File: config.mk
export PLATFORM = sky130hd
export DESIGN_NAME = stcb_queue
export DESIGN_NICKNAME = d
export VERILOG_FILES = /design/src/hw/rtl/stcb_pkg.sv /design/src/hw/rtl/stcb_queue.sv
export SDC_FILE = /design/constraint.sdc
export NUM_CORES = 1
export LEC_CHECK = 0
export ABC_CLOCK_PERIOD_IN_PS = 2060
export BUFFER_PORTS_ARGS = -buffer_cell sky130_fd_sc_hd__buf_2
export CAP_MARGIN = 15
export CORE_MARGIN = 2
export CORE_UTILIZATION = 50
export DETAILED_ROUTE_END_ITERATION = 8
export PLACE_DENSITY = 0.74
export SLEW_MARGIN = 30
export SYNTH_ARGS = -nofsm -noshare
export SYNTH_HDL_FRONTEND = slang
export SYNTH_SLANG_ARGS = --single-unit
export TNS_END_PERCENT = 100
File: constraint.sdc
create_clock -name clock -period 2.06 [get_ports clock]
set_clock_uncertainty 0.1 [all_clocks]
set_input_delay 0.103 -clock clock [delete_from_list [all_inputs] [get_ports clock]]
set_output_delay 0.103 -clock clock [all_outputs]
set_load 0.01 [all_outputs]
File: src/hw/rtl/stcb_pkg.sv
// ============================================================================
// stcb_pkg
// Shared types and constants of the scrolling text console buffer: request
// kinds, the queue entry and the response payload.
// ============================================================================
package stcb_pkg;

   // Character codes the front end looks for
   localparam logic [7:0] CHAR_TAB   = 8'h09;
   localparam logic [7:0] CHAR_NL    = 8'h0A;
   localparam logic [7:0] CHAR_CR    = 8'h0D;
   localparam logic [7:0] CHAR_SPACE = 8'h20;
   localparam logic [7:0] CHAR_LAST  = 8'h7F;

   // Request kinds after classification
   typedef logic [2:0] kind_type;
   localparam kind_type KIND_PRINT    = 3'd0;
   localparam kind_type KIND_NEWLINE  = 3'd1;
   localparam kind_type KIND_CR       = 3'd2;
   localparam kind_type KIND_DROP     = 3'd3;
   localparam kind_type KIND_READ     = 3'd4;
   localparam kind_type KIND_READ_OOR = 3'd5;

   // Decoupling queue between front and back end
   localparam int QUEUE_DEPTH = 2;
   localparam int QUEUE_PW    = $clog2(QUEUE_DEPTH);

   // Classified request
   typedef struct packed {
      kind_type   kind;
      logic [7:0] chr;
      logic [4:0] row;
      logic [6:0] col;
   } entry_type;

   // Response payload
   typedef struct packed {
      logic        scrolled;
      logic [31:0] generation;
      logic [6:0]  cursor_col;
      logic [4:0]  cursor_row;
      logic [7:0]  read_char;
   } rsp_type;

endpackage

File: src/hw/rtl/stcb_queue.sv
// ============================================================================
// stcb_queue
// Short request queue between front and back end so that each side can
// stall on its own.
// ============================================================================
module stcb_queue (
   input  logic                 clock,
   input  logic                 reset,
   input  logic                 push_valid,
   output logic                 push_ready,
   input  stcb_pkg::entry_type  push_entry,
   output logic                 pop_valid,
   input  logic                 pop_ready,
   output stcb_pkg::entry_type  pop_entry
);
   import stcb_pkg::*;

   entry_type               slot_ff [QUEUE_DEPTH];
   logic [QUEUE_PW-1:0]     wr_ptr_ff, wr_ptr_in;
   logic [QUEUE_PW-1:0]     rd_ptr_ff, rd_ptr_in;
   logic [QUEUE_PW:0]       count_ff, count_in;
   logic                    do_push, do_pop;

   assign push_ready = (count_ff != (QUEUE_PW+1)'(QUEUE_DEPTH));
   assign pop_valid  = (count_ff != '0);
   assign pop_entry  = slot_ff[rd_ptr_ff];
   assign do_push    = push_valid & push_ready;
   assign do_pop     = pop_valid & pop_ready;

   // Pointer and fill count update
   always_comb begin
      wr_ptr_in = wr_ptr_ff;
      rd_ptr_in = rd_ptr_ff;
      count_in  = count_ff;
      if (do_push) begin
         wr_ptr_in = (wr_ptr_ff == QUEUE_PW'(QUEUE_DEPTH-1)) ? '0 : wr_ptr_ff + 1'b1;
      end
      if (do_pop) begin
         rd_ptr_in = (rd_ptr_ff == QUEUE_PW'(QUEUE_DEPTH-1)) ? '0 : rd_ptr_ff + 1'b1;
      end
      if (do_push && !do_pop) begin
         count_in = count_ff + 1'b1;
      end else if (do_pop && !do_push) begin
         count_in = count_ff - 1'b1;
      end
   end

   always_ff @(posedge clock) begin
      if (reset) begin
         wr_ptr_ff <= '0;
         rd_ptr_ff <= '0;
         count_ff  <= '0;
      end else begin
         wr_ptr_ff <= wr_ptr_in;
         rd_ptr_ff <= rd_ptr_in;
         count_ff  <= count_in;
      end
   end

   // Entry storage
   always_ff @(posedge clock) begin
      if (do_push) begin
         slot_ff[wr_ptr_ff] <= push_entry;
      end
   end

endmodule

# [Word level (Yosys, flattened, before mapping)]
# Memory sizes are Yosys's and may differ from the RTL's. A register that Yosys moved wholly into a read port is not among the register bits.
# Index checks and enable logic that the tools add are counted.
[word_totals] register_bits=4 latch_bits=0 ram_bits=46 rom_bits=0 inputBits=27 output_inout_bits=25 mem_count=1
[classes] n_addsub=4 multipliers=0 n_div=0 n_lt_le_gt_ge=0 n_eq_ne=1 shifts=0 n_mux=8 n_bitwise=2 n_reduce_logical=6
[memory_table] memory="slot_ff" words=2 width=23 read_ports=1 rd_ports_with_merged_regs=1 wr=1 line_no="stcb_queue.sv:18" text="entry_type slot_ff [QUEUE_DEPTH];"
[op_table] operator="$mux 1" count=6
[op_table] operator="$mux 2" count=2
[op_table] operator="$reduce_bool 2->1" count=2
[op_table] operator="$add 1x1->1 const B" count=2
[op_table] operator="$add 2x1->2 const B" count=1
[op_table] operator="$and 1x1->1" count=2
[op_table] operator="$logic_and 1x1->1" count=2
[op_table] operator="$logic_not 1->1" count=2
[op_table] operator="$ne 2x2->1 const B" count=1
[op_table] operator="$sub 2x1->2 const B" count=1

# [Longest topological paths before layout]
[logic_depth] ltp_word=6 depth_mapped=6

# [Worst setup path before layout]
# Ideal clock, no wire load.
[synth_path] kind="register -> register" start="register count_ff[0]" end="memory slot_ff[1][0] in the netlist's numbering, enable pin" setup_ns=0.382 t_arrival_ns=1.269 path_slack_ns=0.310 stages_incl_launch_ff=3 synth_period_minus_slack_ns=1.750 cell_sequence="dfxtp_1 nand2b_1 and3_1"
[synth_between] elab_chain_len=4
[synth_lines] element="from (decl)" line_no="stcb_queue.sv:21" text="logic [QUEUE_PW:0] count_ff, count_in;"
[synth_lines] element="from (signal assigned)" line_no="stcb_queue.sv:56" text="count_ff <= count_in;"
[synth_lines] element="$ne 2x2->1" line_no="stcb_queue.sv:24" text="assign push_ready = (count_ff != (QUEUE_PW+1)'(QUEUE_DEPTH));"
[synth_lines] element="net push_ready" line_no="stcb_queue.sv:10" text="output logic push_ready,"
[synth_lines] element="$and 1x1->1" line_no="stcb_queue.sv:27" text="assign do_push = push_valid & push_ready;"
[synth_lines] element="$mux 1" line_no="stcb_queue.sv:62" text="if (do_push) begin"
[synth_lines] element="$mux 1 (implied by the code)" line_no="stcb_queue.sv:63" text="slot_ff[wr_ptr_ff] <= push_entry;"
[synth_lines] element="to (decl)" line_no="stcb_queue.sv:18"
# The timed path passes the listed nets, and every way through them passes these cells.

# [Worst setup path after layout]
[layout_path] start="register count_ff[0]" end="register count_ff[1]"
[layout_between] elab_chain_len=5
[layout_lines] element="$ne 2x2->1 (*)" line_no="stcb_queue.sv:24"
[layout_lines] element="$and 1x1->1 (*)" line_no="stcb_queue.sv:27"
[layout_lines] element="net do_push" line_no="stcb_queue.sv:22" text="logic do_push, do_pop;"
[layout_lines] element="$logic_not 1->1" line_no="stcb_queue.sv:43" text="end else if (do_pop && !do_push) begin"
[layout_lines] element="$logic_and 1x1->1" line_no="stcb_queue.sv:43"
[layout_lines] element="$reduce_bool 2->1 (no line)"
# Mark *: on every way through the listed nets, which the timed path passes. The rest lies on a longest branch. The select of a mux whose other input is x is not followed.
# A chain may end at the register's enable or synchronous reset.

==> flow_results.xml <==
<?xml version="1.0" encoding="UTF-8"?>
<metrics>
  <group name="routing">
    <metric name="totalWireLength" unit="microns">3030</metric>
    <metric name="antenna_violating_nets_post_route" unit="">0</metric>
    <metric name="via_count" unit="">1093</metric>
    <metric name="detail_route.wl_per_cell" unit="microns">13.2</metric>
    <metric name="drc_errors" unit="">0</metric>
    <metric name="via_per_inst" unit="">4.75</metric>
    <metric name="drt-initial-drc-count" unit="">31</metric>
    <metric name="drt_pre_antenna_iters" unit="">4</metric>
  </group>
  <group name="yosys">
    <metric name="synth_area_leaders" unit="">sky130_fd_sc_hd__edfxtp_1, sky130_fd_sc_hd__mux2_2, sky130_fd_sc_hd__dfxtp_1</metric>
    <metric name="synth.yosys.seq_area_share" unit="">0.791</metric>
    <metric name="synth_area_per_cell" unit="sq um">19.7</metric>
    <metric name="synth_area" unit="sq mm">0.00187</metric>
    <metric name="area_share_of_the_leading_cell_type_in_the_synthesized_netlist" unit="">0.737</metric>
    <metric name="syn_nets" unit="">123</metric>
    <metric name="ys_seq_elements" unit="">51</metric>
    <metric name="synth_cell_types" unit="">17</metric>
    <metric name="synthesis.yosys.warnings" unit="">0</metric>
    <metric name="synth_cells" unit="">95</metric>
    <metric name="synthMostInstantiatedCell" unit="">sky130_fd_sc_hd__edfxtp_1</metric>
    <metric name="cell_taking_the_most_area_after_synthesis" unit="">sky130_fd_sc_hd__edfxtp_1</metric>
    <metric name="ys_async_sr_fraction" unit="">0</metric>
    <metric name="synth_flop_cell" unit="">sky130_fd_sc_hd__edfxtp_1</metric>
    <metric name="netlist_top_cells_count" unit="">sky130_fd_sc_hd__edfxtp_1, sky130_fd_sc_hd__mux2_2, sky130_fd_sc_hd__dfxtp_1</metric>
    <metric name="synth_edf_count" unit="">46</metric>
  </group>
  <group name="final_layout">
    <metric name="final_net_count" unit="">209</metric>
    <metric name="syn2layout_area_growth" unit="%">37.5</metric>
    <metric name="layout-drive-gt1-share" unit="">0.495</metric>
    <metric name="antenna-diode-count" unit="">0</metric>
    <metric name="final_standard_cell_utilization_of_the_core" unit="">0.709</metric>
  </group>
  <group name="global_route">
    <metric name="number_of_global_route_vias_before_repair" unit="">1133</metric>
    <metric name="antenna_found_initial" unit="">0</metric>
    <metric name="gr-usage-all-layers" unit="">0.154</metric>
    <metric name="grt_start_max_net_pins" unit="">17</metric>
    <metric name="globalRoute.totalOverflow" unit="">0</metric>
    <metric name="grt.met1_usage" unit="">0.161</metric>
    <metric name="grt_first_pass_wirelength" unit="microns">4770</metric>
    <metric name="global_route.usage.met3" unit="">0.0497</metric>
    <metric name="grt-busiest-layer" unit="">met2</metric>
    <metric name="gr-usage-met2" unit="">0.287</metric>
  </group>
  <group name="clocking">
    <metric name="ctsRootBufferMaster" unit="">sky130_fd_sc_hd__clkbuf_8</metric>
    <metric name="insertion_delay" unit="ps">300</metric>
    <metric name="cts_sinks" unit="">51</metric>
    <metric name="cts_tree" unit="">built</metric>
    <metric name="cts.htree.levels" unit="">2</metric>
    <metric name="post_cts.resized_instances" unit="">0</metric>
    <metric name="number_of_buffers_added_by_the_clock_tree_synthesis_step" unit="">5</metric>
    <metric name="cts.reportedPaths.clkPinSlew" unit="ps">80</metric>
    <metric name="buffer_levels_on_the_longest_clock_path" unit="">2</metric>
  </group>
  <group name="floorplanning">
    <metric name="placeableCoreArea" unit="sq mm">0.00363</metric>
    <metric name="start_util" unit="">0.515</metric>
    <metric name="die_ar" unit="sq mm">0.00425</metric>
    <metric name="die_y" unit="microns">65.2</metric>
    <metric name="rows" unit="">22</metric>
    <metric name="num_io_pins" unit="">52</metric>
    <metric name="die_w" unit="microns">65.2</metric>
  </group>
  <group name="timing">
    <metric name="finalMaxSlewViolations" unit="">0</metric>
    <metric name="finalSetupTns" unit="ps">0</metric>
    <metric name="worst_margin_pin_slew" unit="ps">337</metric>
    <metric name="finalHoldWorstSlack" unit="ps">28.8</metric>
    <metric name="final_hold_viol_count" unit="">0</metric>
    <metric name="final-setup-viol-count" unit="">0</metric>
    <metric name="fmax" unit="GHz">0.578</metric>
    <metric name="grt_setup_unrepaired" unit="">no</metric>
    <metric name="post-route-period-util" unit="">0.840</metric>
    <metric name="slew-limit-headroom" unit="">0.773</metric>
    <metric name="timing.final.crit_period" unit="ps">1730</metric>
  </group>
  <group name="setup_path">
    <metric name="critical_path.endpoint_type" unit="">flip-flop</metric>
    <metric name="cp-start-kind" unit="">flip-flop</metric>
    <metric name="worst-setup-path-type" unit="">flip-flop to flip-flop</metric>
    <metric name="timing.critical_path.arrival" unit="ps">1860</metric>
    <metric name="critPathMaxFanout" unit="">5</metric>
    <metric name="required" unit="ps">2190</metric>
  </group>
  <group name="pwr">
    <metric name="power_leakage" unit="uW">0.00101</metric>
    <metric name="power-per-cell-area" unit="mW/mm^2">1080</metric>
    <metric name="ir_drop" unit="mV">0.629</metric>
    <metric name="power" unit="uW">2790</metric>
  </group>
  <group name="placed_design">
    <metric name="place_congestion" unit="">0.670</metric>
    <metric name="numPortBuffers" unit="">51</metric>
    <metric name="dp.final_hpwl" unit="microns">2050</metric>
  </group>
  <group name="flow_run">
    <metric name="max-cap-violations" unit="">0</metric>
  </group>
  <group name="outcome">
    <metric name="result_of_the_run" unit="">finished clean</metric>
  </group>
  <group name="worst_hold_path">
    <metric name="hold_class" unit="">input port to flip-flop</metric>
  </group>
</metrics>
path summary, 6_finish.rpt:
| check | startpoint | to | slack, ps | cells after the start |
|---|---|---|---|---|
| min | push_valid | wr_ptr_ff$_SDFFE_PP0P_ | 30 | 3 |
| min reg2reg | rd_ptr_ff$_SDFFE_PP0P_ | rd_ptr_ff$_SDFFE_PP0P_ | 420 | 2 |
| max | count_ff[0]$_SDFFE_PP0P_ | count_ff[1]$_SDFFE_PP0P_ | 330 | 6 |
| max reg2reg | count_ff[0]$_SDFFE_PP0P_ | count_ff[1]$_SDFFE_PP0P_ | 330 | 6 |
layout by cell type (no fill, tap or decap):
cell	netlist	final
sky130_fd_sc_hd__buf_2	2	51
sky130_fd_sc_hd__edfxtp_1	46	46
sky130_fd_sc_hd__dlygate4sd3_1	0	24
sky130_fd_sc_hd__mux2_2	23	23
sky130_fd_sc_hd__buf_4	0	6
sky130_fd_sc_hd__dfxtp_1	5	5
sky130_fd_sc_hd__clkbuf_8	0	5
sky130_fd_sc_hd__xor2_1	3	3
sky130_fd_sc_hd__nor2_1	3	3
sky130_fd_sc_hd__o21ai_0	2	2
sky130_fd_sc_hd__a21oi_1	2	2
sky130_fd_sc_hd__nand2b_1	1	1
sky130_fd_sc_hd__and2_1	1	1
sky130_fd_sc_hd__or2_2	1	1
sky130_fd_sc_hd__and3_1	1	1
sky130_fd_sc_hd__nand3b_1	1	1
sky130_fd_sc_hd__inv_1	1	1
sky130_fd_sc_hd__a21bo_2	1	1
sky130_fd_sc_hd__or3_1	1	1
sky130_fd_sc_hd__ha_1	1	1
sky130_fd_sc_hd__bufinv_16	0	1
sky130_fd_sc_hd__clkinv_4	0	1
sky130_fd_sc_hd__clkinv_2	0	1
flip-flops by register name, summed over array words and instances (netlist names), named ones only:
name       count
count_ff       2
slot_ff       46
wr_ptr_ff      1
rd_ptr_ff      1
layout make-up:
cell class                 count  area, sq um
inverter                       1         3.75
fill                         266         1060
tap                           48         60.1
clock buffer                   5         68.8
timing repair buffer          81          541
multi-input combinational     41          378
clock inverter                 3         43.8
sequential                    51         1480
worst max-delay path: stages (launching register included):
cell                       delay (ps)
sky130_fd_sc_hd__dfxtp_1          360
sky130_fd_sc_hd__nand2b_1         210
sky130_fd_sc_hd__and2_1           180
sky130_fd_sc_hd__ha_1             210
sky130_fd_sc_hd__xor2_1           150
sky130_fd_sc_hd__or3_1            310
sky130_fd_sc_hd__a21oi_1          140
metrics by stage:
stage               setup slack [ps]  std cells  instance area, sq um
floorplan                        310         95                  1870
global placement                 420        198                  2220
detailed placement               346        198                  2220
CTS                              328        230                  2580
global route                     192        230                  2580
finish                           330        230                  2580
cells by family after synthesis:
family / count (synthesis) / synth area share
DFF: 51 / 0.791
muxes: 23 / 0.138
and+or+nand+nor: 9 / 0.0267
AOI/OAI and AO/OA: 5 / 0.0160
xor gates and xnor gates: 3 / 0.0140
buffers and inverters: 3 / 0.00735
adders and majority gates: 1 / 0.00668
report_power, final:
part           leakage [uW]  internal, uW  switching, uW
Sequential         0.000471          1300           50.3
Clock             0.0000581           361            303
Combinational      0.000476           398            380
Total               0.00101          2060            733
repair_timing:
action	4_1_cts	5_1_grt
endpoints found under the hold margin	51	0
hold buffers	24	0
buffers inserted	0	0
metal layers:
metal / part of all wire / up-vias
li1: - / 537
met1: 0.38 / 515
met2: 0.54 / 38
met3: 0.062 / 3
met4: 0.011 / 0
met5: 0 / -
Power figures use the tool's default switching activity.
