## src/hw/rtl/stcb_pkg.sv

```systemverilog
// ============================================================================
// stcb_pkg
// Shared types and constants of the scrolling text console buffer: request
// kinds, the queue entry and the response payload.
// ============================================================================
package stcb_pkg;

   // Character codes the front end looks for
   localparam logic [7:0] CHAR_TAB   = 8'h09;
   localparam logic [7:0] CHAR_NL    = 8'h0A;
   localparam logic [7:0] CHAR_CR    = 8'h0D;
   localparam logic [7:0] CHAR_SPACE = 8'h20;
   localparam logic [7:0] CHAR_LAST  = 8'h7F;

   // Request kinds after classification
   typedef logic [2:0] kind_type;
   localparam kind_type KIND_PRINT    = 3'd0;
   localparam kind_type KIND_NEWLINE  = 3'd1;
   localparam kind_type KIND_CR       = 3'd2;
   localparam kind_type KIND_DROP     = 3'd3;
   localparam kind_type KIND_READ     = 3'd4;
   localparam kind_type KIND_READ_OOR = 3'd5;

   // Decoupling queue between front and back end
   localparam int QUEUE_DEPTH = 2;
   localparam int QUEUE_PW    = $clog2(QUEUE_DEPTH);

   // Classified request
   typedef struct packed {
      kind_type   kind;
      logic [7:0] chr;
      logic [4:0] row;
      logic [6:0] col;
   } entry_type;

   // Response payload
   typedef struct packed {
      logic        scrolled;
      logic [31:0] generation;
      logic [6:0]  cursor_col;
      logic [4:0]  cursor_row;
      logic [7:0]  read_char;
   } rsp_type;

endpackage

```

## src/hw/rtl/stcb_front.sv

```systemverilog
// ============================================================================
// stcb_front
// Accepts requests and classifies them: put bytes are mapped to print,
// newline, carriage return or drop; reads are checked against the grid.
// ============================================================================
module stcb_front #(
   parameter int ROWS = 32,
   parameter int COLS = 128
) (
   input  logic                 req_tvalid,
   output logic                 req_tready,
   input  logic                 req_op,
   input  logic [7:0]           req_char_code,
   input  logic [4:0]           req_read_row,
   input  logic [6:0]           req_read_col,
   input  logic                 clearing,
   output logic                 push_valid,
   input  logic                 push_ready,
   output stcb_pkg::entry_type  push_entry
);
   import stcb_pkg::*;

   logic in_grid;

   // No request taken while the store is being cleared
   assign push_valid = req_tvalid & ~clearing;
   assign req_tready = push_ready & ~clearing;

   assign in_grid = ({27'd0, req_read_row} < 32'(ROWS)) &&
                    ({25'd0, req_read_col} < 32'(COLS));

   // Classification
   always_comb begin
      push_entry.chr = req_char_code;
      push_entry.row = req_read_row;
      push_entry.col = req_read_col;
      if (req_op) begin
         push_entry.kind = in_grid ? KIND_READ : KIND_READ_OOR;
      end else if (req_char_code == CHAR_TAB) begin
         push_entry.kind = KIND_PRINT;
         push_entry.chr  = CHAR_SPACE;
      end else if (req_char_code == CHAR_NL) begin
         push_entry.kind = KIND_NEWLINE;
      end else if (req_char_code == CHAR_CR) begin
         push_entry.kind = KIND_CR;
      end else if (req_char_code inside {[CHAR_SPACE:CHAR_LAST]}) begin
         push_entry.kind = KIND_PRINT;
      end else begin
         push_entry.kind = KIND_DROP;
      end
   end

endmodule

```

## config.mk

```make
export PLATFORM = sky130hd
export DESIGN_NAME = stcb_front
export DESIGN_NICKNAME = d
export VERILOG_FILES = /design/src/hw/rtl/stcb_pkg.sv /design/src/hw/rtl/stcb_front.sv
export SDC_FILE = /design/constraint.sdc
export NUM_CORES = 1
export LEC_CHECK = 0
export ABC_AREA = 1
export BUFFER_PORTS_ARGS = -buffer_cell sky130_fd_sc_hd__buf_2
export CAP_MARGIN = 15
export CORE_AREA = 2 2 39 41
export DETAILED_ROUTE_END_ITERATION = 12
export DIE_AREA = 0 0 41 43
export GPL_ROUTABILITY_DRIVEN = 1
export PLACE_DENSITY = 0.65
export SLEW_MARGIN = 30
export SYNTH_ARGS = -nofsm -noshare
export SYNTH_HDL_FRONTEND = slang
export SYNTH_SLANG_ARGS = --single-unit
export TNS_END_PERCENT = 30
```

## constraint.sdc

```tcl
create_clock -name vclk -period 2
set_clock_uncertainty 0.05 [all_clocks]
set_input_delay 0.4 -clock vclk [all_inputs]
set_output_delay 0.4 -clock vclk [all_outputs]
set_load 0.005 [all_outputs]
```

After elaboration in Yosys (flattened, before gate mapping)
Cells that the tools add are included.
- magnitude comparators: 2
- equality and inequality tests: 3
- muxes and demuxes: 7
- bitwise gates (word level): 3
- reduce and logical (&&, ||, !) cells: 1
- operators with widths (operator ; number):
    8-bit by 4-bit == test with 1-bit output (second input constant) ; 3
    8-bit two-way mux ; 2
    3-bit two-way mux ; 4
    8-bit by 6-bit >= comparator with 1-bit output (second input constant) ; 1
    8-bit by 7-bit <= comparator with 1-bit output (second input constant) ; 1
    1-bit AND ; 2
    2-bit two-way mux ; 1
    1-bit logical AND ; 1
    1-bit inverter ; 1
- register bits after elaboration: 0
- input bits: 24
- output and inout bits: 25
- logic and storage cells: 16

Longest topological paths before layout
Gate-level depths: netlist of run 1.
- word-level depth: 7
- depth in mapped cells: 6

Worst setup path after synthesis of run 1
Ideal clock, no wire load.
- path type: input-to-output
- start: in req_char_code[6]
- end: out push_entry[12] (netlist name)
- arrival time: 0.819 ns
- data required time: 1.550 ns
- setup slack: 0.731 ns
- cell stages on the path: 6
- cells stage by stage: inv_1 -> nand2_1 -> nor2_4 -> nand3_2 -> nand2_1 -> inv_1
- RTL lines (item ; RTL line ; RTL):
    from (decl) ; stcb_front.sv:13 ; input logic [7:0] req_char_code,
    to (decl) ; stcb_front.sv:19 ; output stcb_pkg::entry_type push_entry

==> results.sh, run 1 <==
export IMPL_seqPwrFrac_pct=0
export IMPL_die_x_um=41
export IMPL_num_rows=14
export IMPL_outcome="finished, final reports clean"
export IMPL_antenna_cells=0
export IMPL_power_switching_w=0.00002521
export IMPL_report_final_slew_viol_count=0
export IMPL_synth_top_area_share_pct=35.14
export IMPL_slowest_stage="nor2_4"
export IMPL_nFillCells=174
export IMPL_syn_avg_cell_area_um2=4.960
export IMPL_grt_pass1_wl_um=738
export IMPL_routabilityCongestion=0.6826
export IMPL_io_pin_count=49
export IMPL_drtPass1Iterations=1
export IMPL_postCtsHoldBufs=0
export IMPL_crit_family="simple AND/OR/NAND/NOR gates"
export IMPL_max_stage_delay_ns=0.14
export IMPL_start_kind="primary input"
export IMPL_vias_per_cell=3.481
export IMPL_power_leakage_nw=0.2292
export IMPL_antenna_left=0
export IMPL_grt_pass1_vias=210
export IMPL_final_cell_mix="buf_2, nand2_1, inv_1"
export IMPL_swShare_pct=50.53
export IMPL_path_class="in -> out"
export IMPL_yosysUniqueCellTypes=10
export IMPL_overflow=0
export IMPL_grt_max_degree=4
export IMPL_syn_area_um2=277.8
export IMPL_ys_warn_count=0
export IMPL_power_w=0.00004990
export IMPL_post_cts_resized=0
export IMPL_worstPathMaxFanout=3
export IMPL_worstSetupEndpointType="primary output"
export IMPL_setup_ws_ns=0.4670
export IMPL_clockPowerShare_pct=0
export IMPL_hold_viol_final=0
export IMPL_syn2layout_area_growth_pct=10.36
export IMPL_wl_per_cell_um=6.924
export IMPL_period_share_pct=76.65
export IMPL_drv_cap=0
export IMPL_syn_inst=56
export IMPL_layout_drive_gt1_share_pct=47.62
export IMPL_finalWirelength_um=547
export IMPL_setup_violations=0
export IMPL_nFlopsAndLatches=0
export IMPL_antenna_found_initial=0
export IMPL_cp_arrival_ns=1.08
export IMPL_initial_core_util_pct=20.07
export IMPL_drcViolationCount=0
export IMPL_grt_use_total_pct=5.594
export IMPL_rsz0062_at_grt="false"
export IMPL_die_area_um2=1763
export IMPL_tightest_slew_ns=0.1236
export IMPL_die_h_um=43
export IMPL_yosysTopAreaCell="buf_4"
export IMPL_seq_area_um2=0
export IMPL_pwr_share_comb_pct=100.0
export IMPL_crit_buf_inv=4
export IMPL_synth_nets=80
export IMPL_max_slew_margin_rel_pct=91.74
export IMPL_clock_buffers=0
export IMPL_num_vias=275
export IMPL_drt_first_iter_violations=0
export IMPL_hp_class="in -> out"
export IMPL_post_cts_setup_buffer_count=0
export IMPL_intPower_w=0.00002469
export IMPL_max_freq_mhz=652.3
export IMPL_ir_drop_mv=0.03484
export IMPL_path_cells="buf_2 -> inv_1 -> nand2_1 -> nor2_4 -> nand3_2 -> nand2_1 -> inv_1 -> buf_2"
export IMPL_dp_worst_setup_slack_ns=0.4535
export IMPL_dp_hpwl_um=520.2
export IMPL_io_buffer_count=25
export IMPL_timing_final_crit_period_ns=1.533
export IMPL_final_common_cell="buf_2"
export IMPL_yosys_top_cells_area="buf_4, nand2_1, inv_1"
export IMPL_final_core_util_pct=22.15
export IMPL_tns_ns=0
export IMPL_yosysSeqAreaShare_pct=0
export IMPL_core_um2=1384
export IMPL_timing_critical_path_required_ns=1.55
export IMPL_power_density_nw_per_um2=162.8
export IMPL_fin_nets=89
[routing by layer]
metal | global-route usage [%] | part of all wire, %
met1 | 6.013 | 33
met2 | 10.31 | 52
met3 | 1.047 | 16
met4 | 1.333 | 0
met5 | 0 | 0
[power groups by stage]
stage | combinational, W | clock [W] | sequential, W
2_1_floorplan | 0.0000456 | 0 | 0
3_3_place_gp | 0.0000503 | 0 | 0
3_5_place_dp | 0.0000509 | 0 | 0
4_1_cts | 0.0000511 | 0 | 0
5_1_grt | 0.0000570 | 0 | 0
6_report | 0.0000499 | 0 | 0
[kinds of logic after synthesis]
logic type	synth area share, %
buf+inv	59.46
simple gates	40.54
[area by class of cell]
| type | instances | area, µm² | share of cell area [%] |
|---|---|---|---|
| timing repair buffer | 25 | 125.1 | 40.82 |
| multi-input combinational | 25 | 112.6 | 36.73 |
| inverter | 13 | 48.80 | 15.92 |
| tap | 16 | 20.02 | 6.531 |
[cell usage after synthesis]
cell and n:
nor2_1 6, clkbuf_1 5, nor2_2 1, nor2_4 1, inv_1 12, buf_4 13, nand2_1 15, inv_2 1
nand3_2 1, nand2_2 1
[worst paths after layout]
kind              from             end  slack [ns]  cells past startpoint
max   req_char_code[6]  push_entry[12]        0.47                      8
min    req_read_col[0]   push_entry[0]        0.75                      0
[per-stage QoR]
stage | std cells | hold WS (ns) | cell area (µm²)
floorplan | 56 | 0.7811 | 277.8
global placement | 79 | 0.7500 | 306.5
detailed placement | 79 | 0.7500 | 306.5
CTS | 79 | 0.7500 | 306.5
global route | 79 | 0.7500 | 306.5
finish | 79 | 0.7500 | 306.5
Power figures use the tool's default switching activity.
==> run 2, diff against run 1 <==
--- a/config.mk
+++ b/config.mk
@@ -12,7 +12,7 @@
 export DETAILED_ROUTE_END_ITERATION = 12
 export DIE_AREA = 0 0 41 43
 export GPL_ROUTABILITY_DRIVEN = 1
-export PLACE_DENSITY = 0.65
+export PLACE_DENSITY = 0.68
 export SLEW_MARGIN = 30
 export SYNTH_ARGS = -nofsm -noshare
 export SYNTH_HDL_FRONTEND = slang
==> constraint.sdc (replaced) <==
create_clock -name vclk -period 1.3
set_clock_uncertainty 0.05 [all_clocks]
set_input_delay 0.26 -clock vclk [all_inputs]
set_output_delay 0.26 -clock vclk [all_outputs]
set_load 0.005 [all_outputs]
==> results.sh, run 2 (synthesized netlist as in run 1, its figures left out) <==
export IMPL_antenna_left=0
export IMPL_drcViolationCount=0
export IMPL_report_final_slew_viol_count=0
export IMPL_grt_pass1_wl_um=786
export IMPL_dp_worst_setup_slack_ns=0.02198
export IMPL_hp_class="in -> out"
export IMPL_overflow=0
export IMPL_layout_drive_gt1_share_pct=57.14
export IMPL_clock_buffers=0
export IMPL_nFlopsAndLatches=0
export IMPL_outcome="finished, final reports clean"
export IMPL_power_leakage_nw=0.2386
export IMPL_tightest_slew_ns=0.1023
export IMPL_io_pin_count=49
export IMPL_die_area_um2=1763
export IMPL_dp_hpwl_um=505.1
export IMPL_core_um2=1384
export IMPL_path_class="in -> out"
export IMPL_num_rows=14
export IMPL_timing_critical_path_required_ns=0.99
export IMPL_path_cells="buf_2 -> inv_1 -> nand2_2 -> nor2_4 -> nand3_2 -> nand2_1 -> inv_1 -> buf_2"
export IMPL_antenna_cells=0
export IMPL_antenna_found_initial=0
export IMPL_timing_final_crit_period_ns=1.237
export IMPL_grt_use_total_pct=5.894
export IMPL_final_core_util_pct=24.95
export IMPL_place_area_um2=306.5
export IMPL_final_instance_count_excl_fill=79
export IMPL_slowest_stage="buf_2"
export IMPL_worstSetupEndpointType="primary output"
export IMPL_placedCellCount=79
export IMPL_initial_core_util_pct=20.07
export IMPL_period_share_pct=95.18
export IMPL_drtPass1Iterations=1
export IMPL_max_freq_mhz=808.2
export IMPL_start_kind="primary input"
export IMPL_worstPathMaxFanout=3
export IMPL_cp_arrival_ns=0.93
export IMPL_grt_max_degree=4
export IMPL_io_buffer_count=25
export IMPL_ir_drop_mv=0.04206
export IMPL_final_common_cell="buf_2"
export IMPL_die_h_um=43
export IMPL_max_stage_delay_ns=0.11
export IMPL_stdcell_area_um2=345.3
export IMPL_drt_first_iter_violations=0
export IMPL_max_slew_margin_rel_pct=93.16
export IMPL_syn2layout_area_growth_pct=24.32
export IMPL_drv_cap=0
export IMPL_hold_viol_final=0
export IMPL_setup_violations=0
export IMPL_setup_ws_ns=0.06269
export IMPL_power_density_nw_per_um2=263.8
export IMPL_timing_hold_ws_ns=0.4700
export IMPL_vias_per_cell=3.620
export IMPL_num_vias=286
export IMPL_grt_pass1_vias=211
export IMPL_nFillCells=167
export IMPL_post_cts_setup_buffer_count=0
export IMPL_finalWirelength_um=605
export IMPL_seq_area_um2=0
export IMPL_die_x_um=41
export IMPL_routabilityCongestion=0.6379
export IMPL_final_cell_mix="buf_2, nand2_1, inv_1"
export IMPL_wl_per_cell_um=7.658
export IMPL_fin_nets=89
## run 2: report_power, final
| group | switching [W] | leakage [nW] | internal [W] |
|---|---|---|---|
| clock | 0 | 0 | 0 |
| combinational | 0.0000449 | 0.239 | 0.0000462 |
| sequential | 0 | 0 | 0 |
## run 2: area by class of cell
type / instances / area, µm² / share of cell area (%)
tap: 16 / 20.02 / 5.797
timing repair buffer: 25 / 143.9 / 41.67
multi-input combinational: 25 / 130.1 / 37.68
inverter: 13 / 51.30 / 14.86
## run 2: per-stage QoR
stage / power [W] / setup TNS, ns
final: 0.00009110 / 0
after global routing: 0.0001032 / -0.005323
after CTS: 0.00007827 / 0
after detailed placement: 0.00007793 / 0
after global placement: 0.00007679 / 0
after floorplan: 0.00007008 / 0
## run 2: worst paths after layout
check	slack (ns)	cells after the start	from	to
setup / recovery	0.06	8	req_char_code[6]	push_entry[15]
hold / removal	0.47	0	req_read_col[0]	push_entry[0]
## run 2: repair_timing
action                     in CTS  in global routing
resized for setup               0                 13
setup endpoints to repair       0                  5
hold buffers                    0                  0
## run 2: worst max-delay path, delay by kind of cell
| kind | cells | cell delay [ns] |
|---|---|---|
| and+or+nand+nor | 4 | 0.37 |
| buffers and inverters | 4 | 0.30 |
## run 2: routing by layer
metal | routed length [µm] | up-vias | track usage [%]
li1 | - | 153 | -
met1 | 193 | 121 | 5.380
met2 | 343 | 8 | 11.88
met3 | 60 | 4 | 0.5236
met4 | 8 | 0 | 2.000
met5 | 0 | - | 0
==> run 3, diff against run 2 <==
==> constraint.sdc (replaced) <==
create_clock -name vclk -period 1.3
set_clock_uncertainty 0.05 [all_clocks]
set_input_delay 0 -clock vclk [all_inputs]
set_output_delay 0 -clock vclk [all_outputs]
set_load 0.005 [all_outputs]
==> results.sh, run 3 (synthesized netlist as in run 1, its figures left out) <==
export IMPL_outcome="finished, final reports clean"
export IMPL_post_cts_resized=0
export IMPL_final_cell_mix="buf_2, nand2_1, inv_1, dlygate4sd3_1, nor2_1"
export IMPL_nFlopsAndLatches=0
export IMPL_initial_core_util_pct=20.07
export IMPL_timing_critical_path_required_ns=1.25
export IMPL_overflow=0
export IMPL_die_h_um=43
export IMPL_grt_pass1_wl_um=876
export IMPL_dp_hpwl_um=504
export IMPL_drv_cap=0
export IMPL_core_um2=1384
export IMPL_drcViolationCount=0
export IMPL_rsz0062_at_grt="false"
export IMPL_setup_ws_ns=0.5636
export IMPL_timing_final_crit_period_ns=0.7364
export IMPL_antenna_found_initial=0
export IMPL_vias_per_cell=3.659
export IMPL_finalWirelength_um=643
export IMPL_multiInputGateArea_um2=112.6
export IMPL_tns_ns=0
export IMPL_start_kind="primary input"
export IMPL_routabilityCongestion=0.6389
export IMPL_grt_use_total_pct=6.394
export IMPL_worstSetupEndpointType="primary output"
export IMPL_tightest_slew_ns=0.1232
export IMPL_io_pin_count=49
export IMPL_die_area_um2=1763
export IMPL_final_core_util_pct=30.83
export IMPL_post_cts_setup_buffer_count=0
export IMPL_final_common_cell="buf_2"
export IMPL_nFillCells=158
export IMPL_io_buffer_count=25
export IMPL_wl_per_cell_um=7.066
export IMPL_grt_max_degree=4
export IMPL_antenna_cells=0
export IMPL_ir_drop_mv=0.06792
export IMPL_period_share_pct=56.65
export IMPL_cp_arrival_ns=0.69
export IMPL_power_density_nw_per_um2=257.2
export IMPL_seq_area_um2=0
export IMPL_num_rows=14
export IMPL_setup_violations=0
export IMPL_max_slew_margin_rel_pct=91.77
export IMPL_antenna_left=0
export IMPL_grt_pass1_vias=247
export IMPL_die_x_um=41
export IMPL_report_final_slew_viol_count=0
export IMPL_dp_worst_setup_slack_ns=0.5427
export IMPL_power_leakage_nw=0.2793
export IMPL_drt_first_iter_violations=2
export IMPL_hp_class="in -> out"
export IMPL_hold_viol_final=0
export IMPL_max_freq_mhz=1358
export IMPL_worstPathMaxFanout=3
export IMPL_power_w=0.0001098
export IMPL_path_class="in -> out"
export IMPL_timing_hold_ws_ns=0.1322
export IMPL_drtPass1Iterations=4
export IMPL_layout_drive_gt1_share_pct=40.00
export IMPL_syn2layout_area_growth_pct=53.60
export IMPL_clock_buffers=0
export IMPL_fin_nets=101
export IMPL_num_vias=333
export IMPL_postCtsHoldBufs=12
==> run 3: changes by cell type in the layout (fill, tap and decap cells not counted), sizes merged <==
cell	delta
dlygate4sd3	+12
==> run 3: layout make-up <==
| class | instances | area share (%) |
|---|---|---|
| tap | 16 | 4.692 |
| timing repair buffer | 37 | 57.48 |
| inverter | 13 | 11.44 |
| multi-input combinational | 25 | 26.39 |
==> run 3: final timing paths <==
check                   startpoint             end  slack (ns)  cells after the start
setup / recovery  req_char_code[2]  push_entry[12]        0.56                      8
hold / removal              req_op  push_entry[22]        0.13                      2
==> run 3: through the flow <==
| step | area, µm² | cells |
|---|---|---|
| 6_report | 426.7 | 91 |
| 5_1_grt | 426.7 | 91 |
| 3_3_place_gp | 306.5 | 79 |
| 3_5_place_dp | 306.5 | 79 |
| 2_1_floorplan | 277.8 | 56 |
| 4_1_cts | 426.7 | 91 |
==> run 3: worst max-delay path, stage by stage <==
cell	delay [ns]
buf_2	0.11
inv_1	0.04
nand2_1	0.06
nor2_2	0.14
nand3_2	0.11
nand2_1	0.07
inv_1	0.03
buf_2	0.11
==> run 3: power by group <==
part,internal (W),switching [W],total (W)
Sequential,0,0,0
Combinational,0.0000622,0.0000476,0.000110
Clock,0,0,0
Total,0.0000622,0.0000476,0.000110
==> run 3: per-layer routing <==
metal / vias to the layer above / share of wire (%) / track usage (%) / wire length [µm]
met5: - / 0 / 0 / 0
met4: 0 / 0 / 0 / 0
met3: 0 / 13 / 0.5236 / 83
met2: 22 / 54 / 13.44 / 349
met1: 134 / 33 / 6.329 / 211
li1: 177 / - / - / -
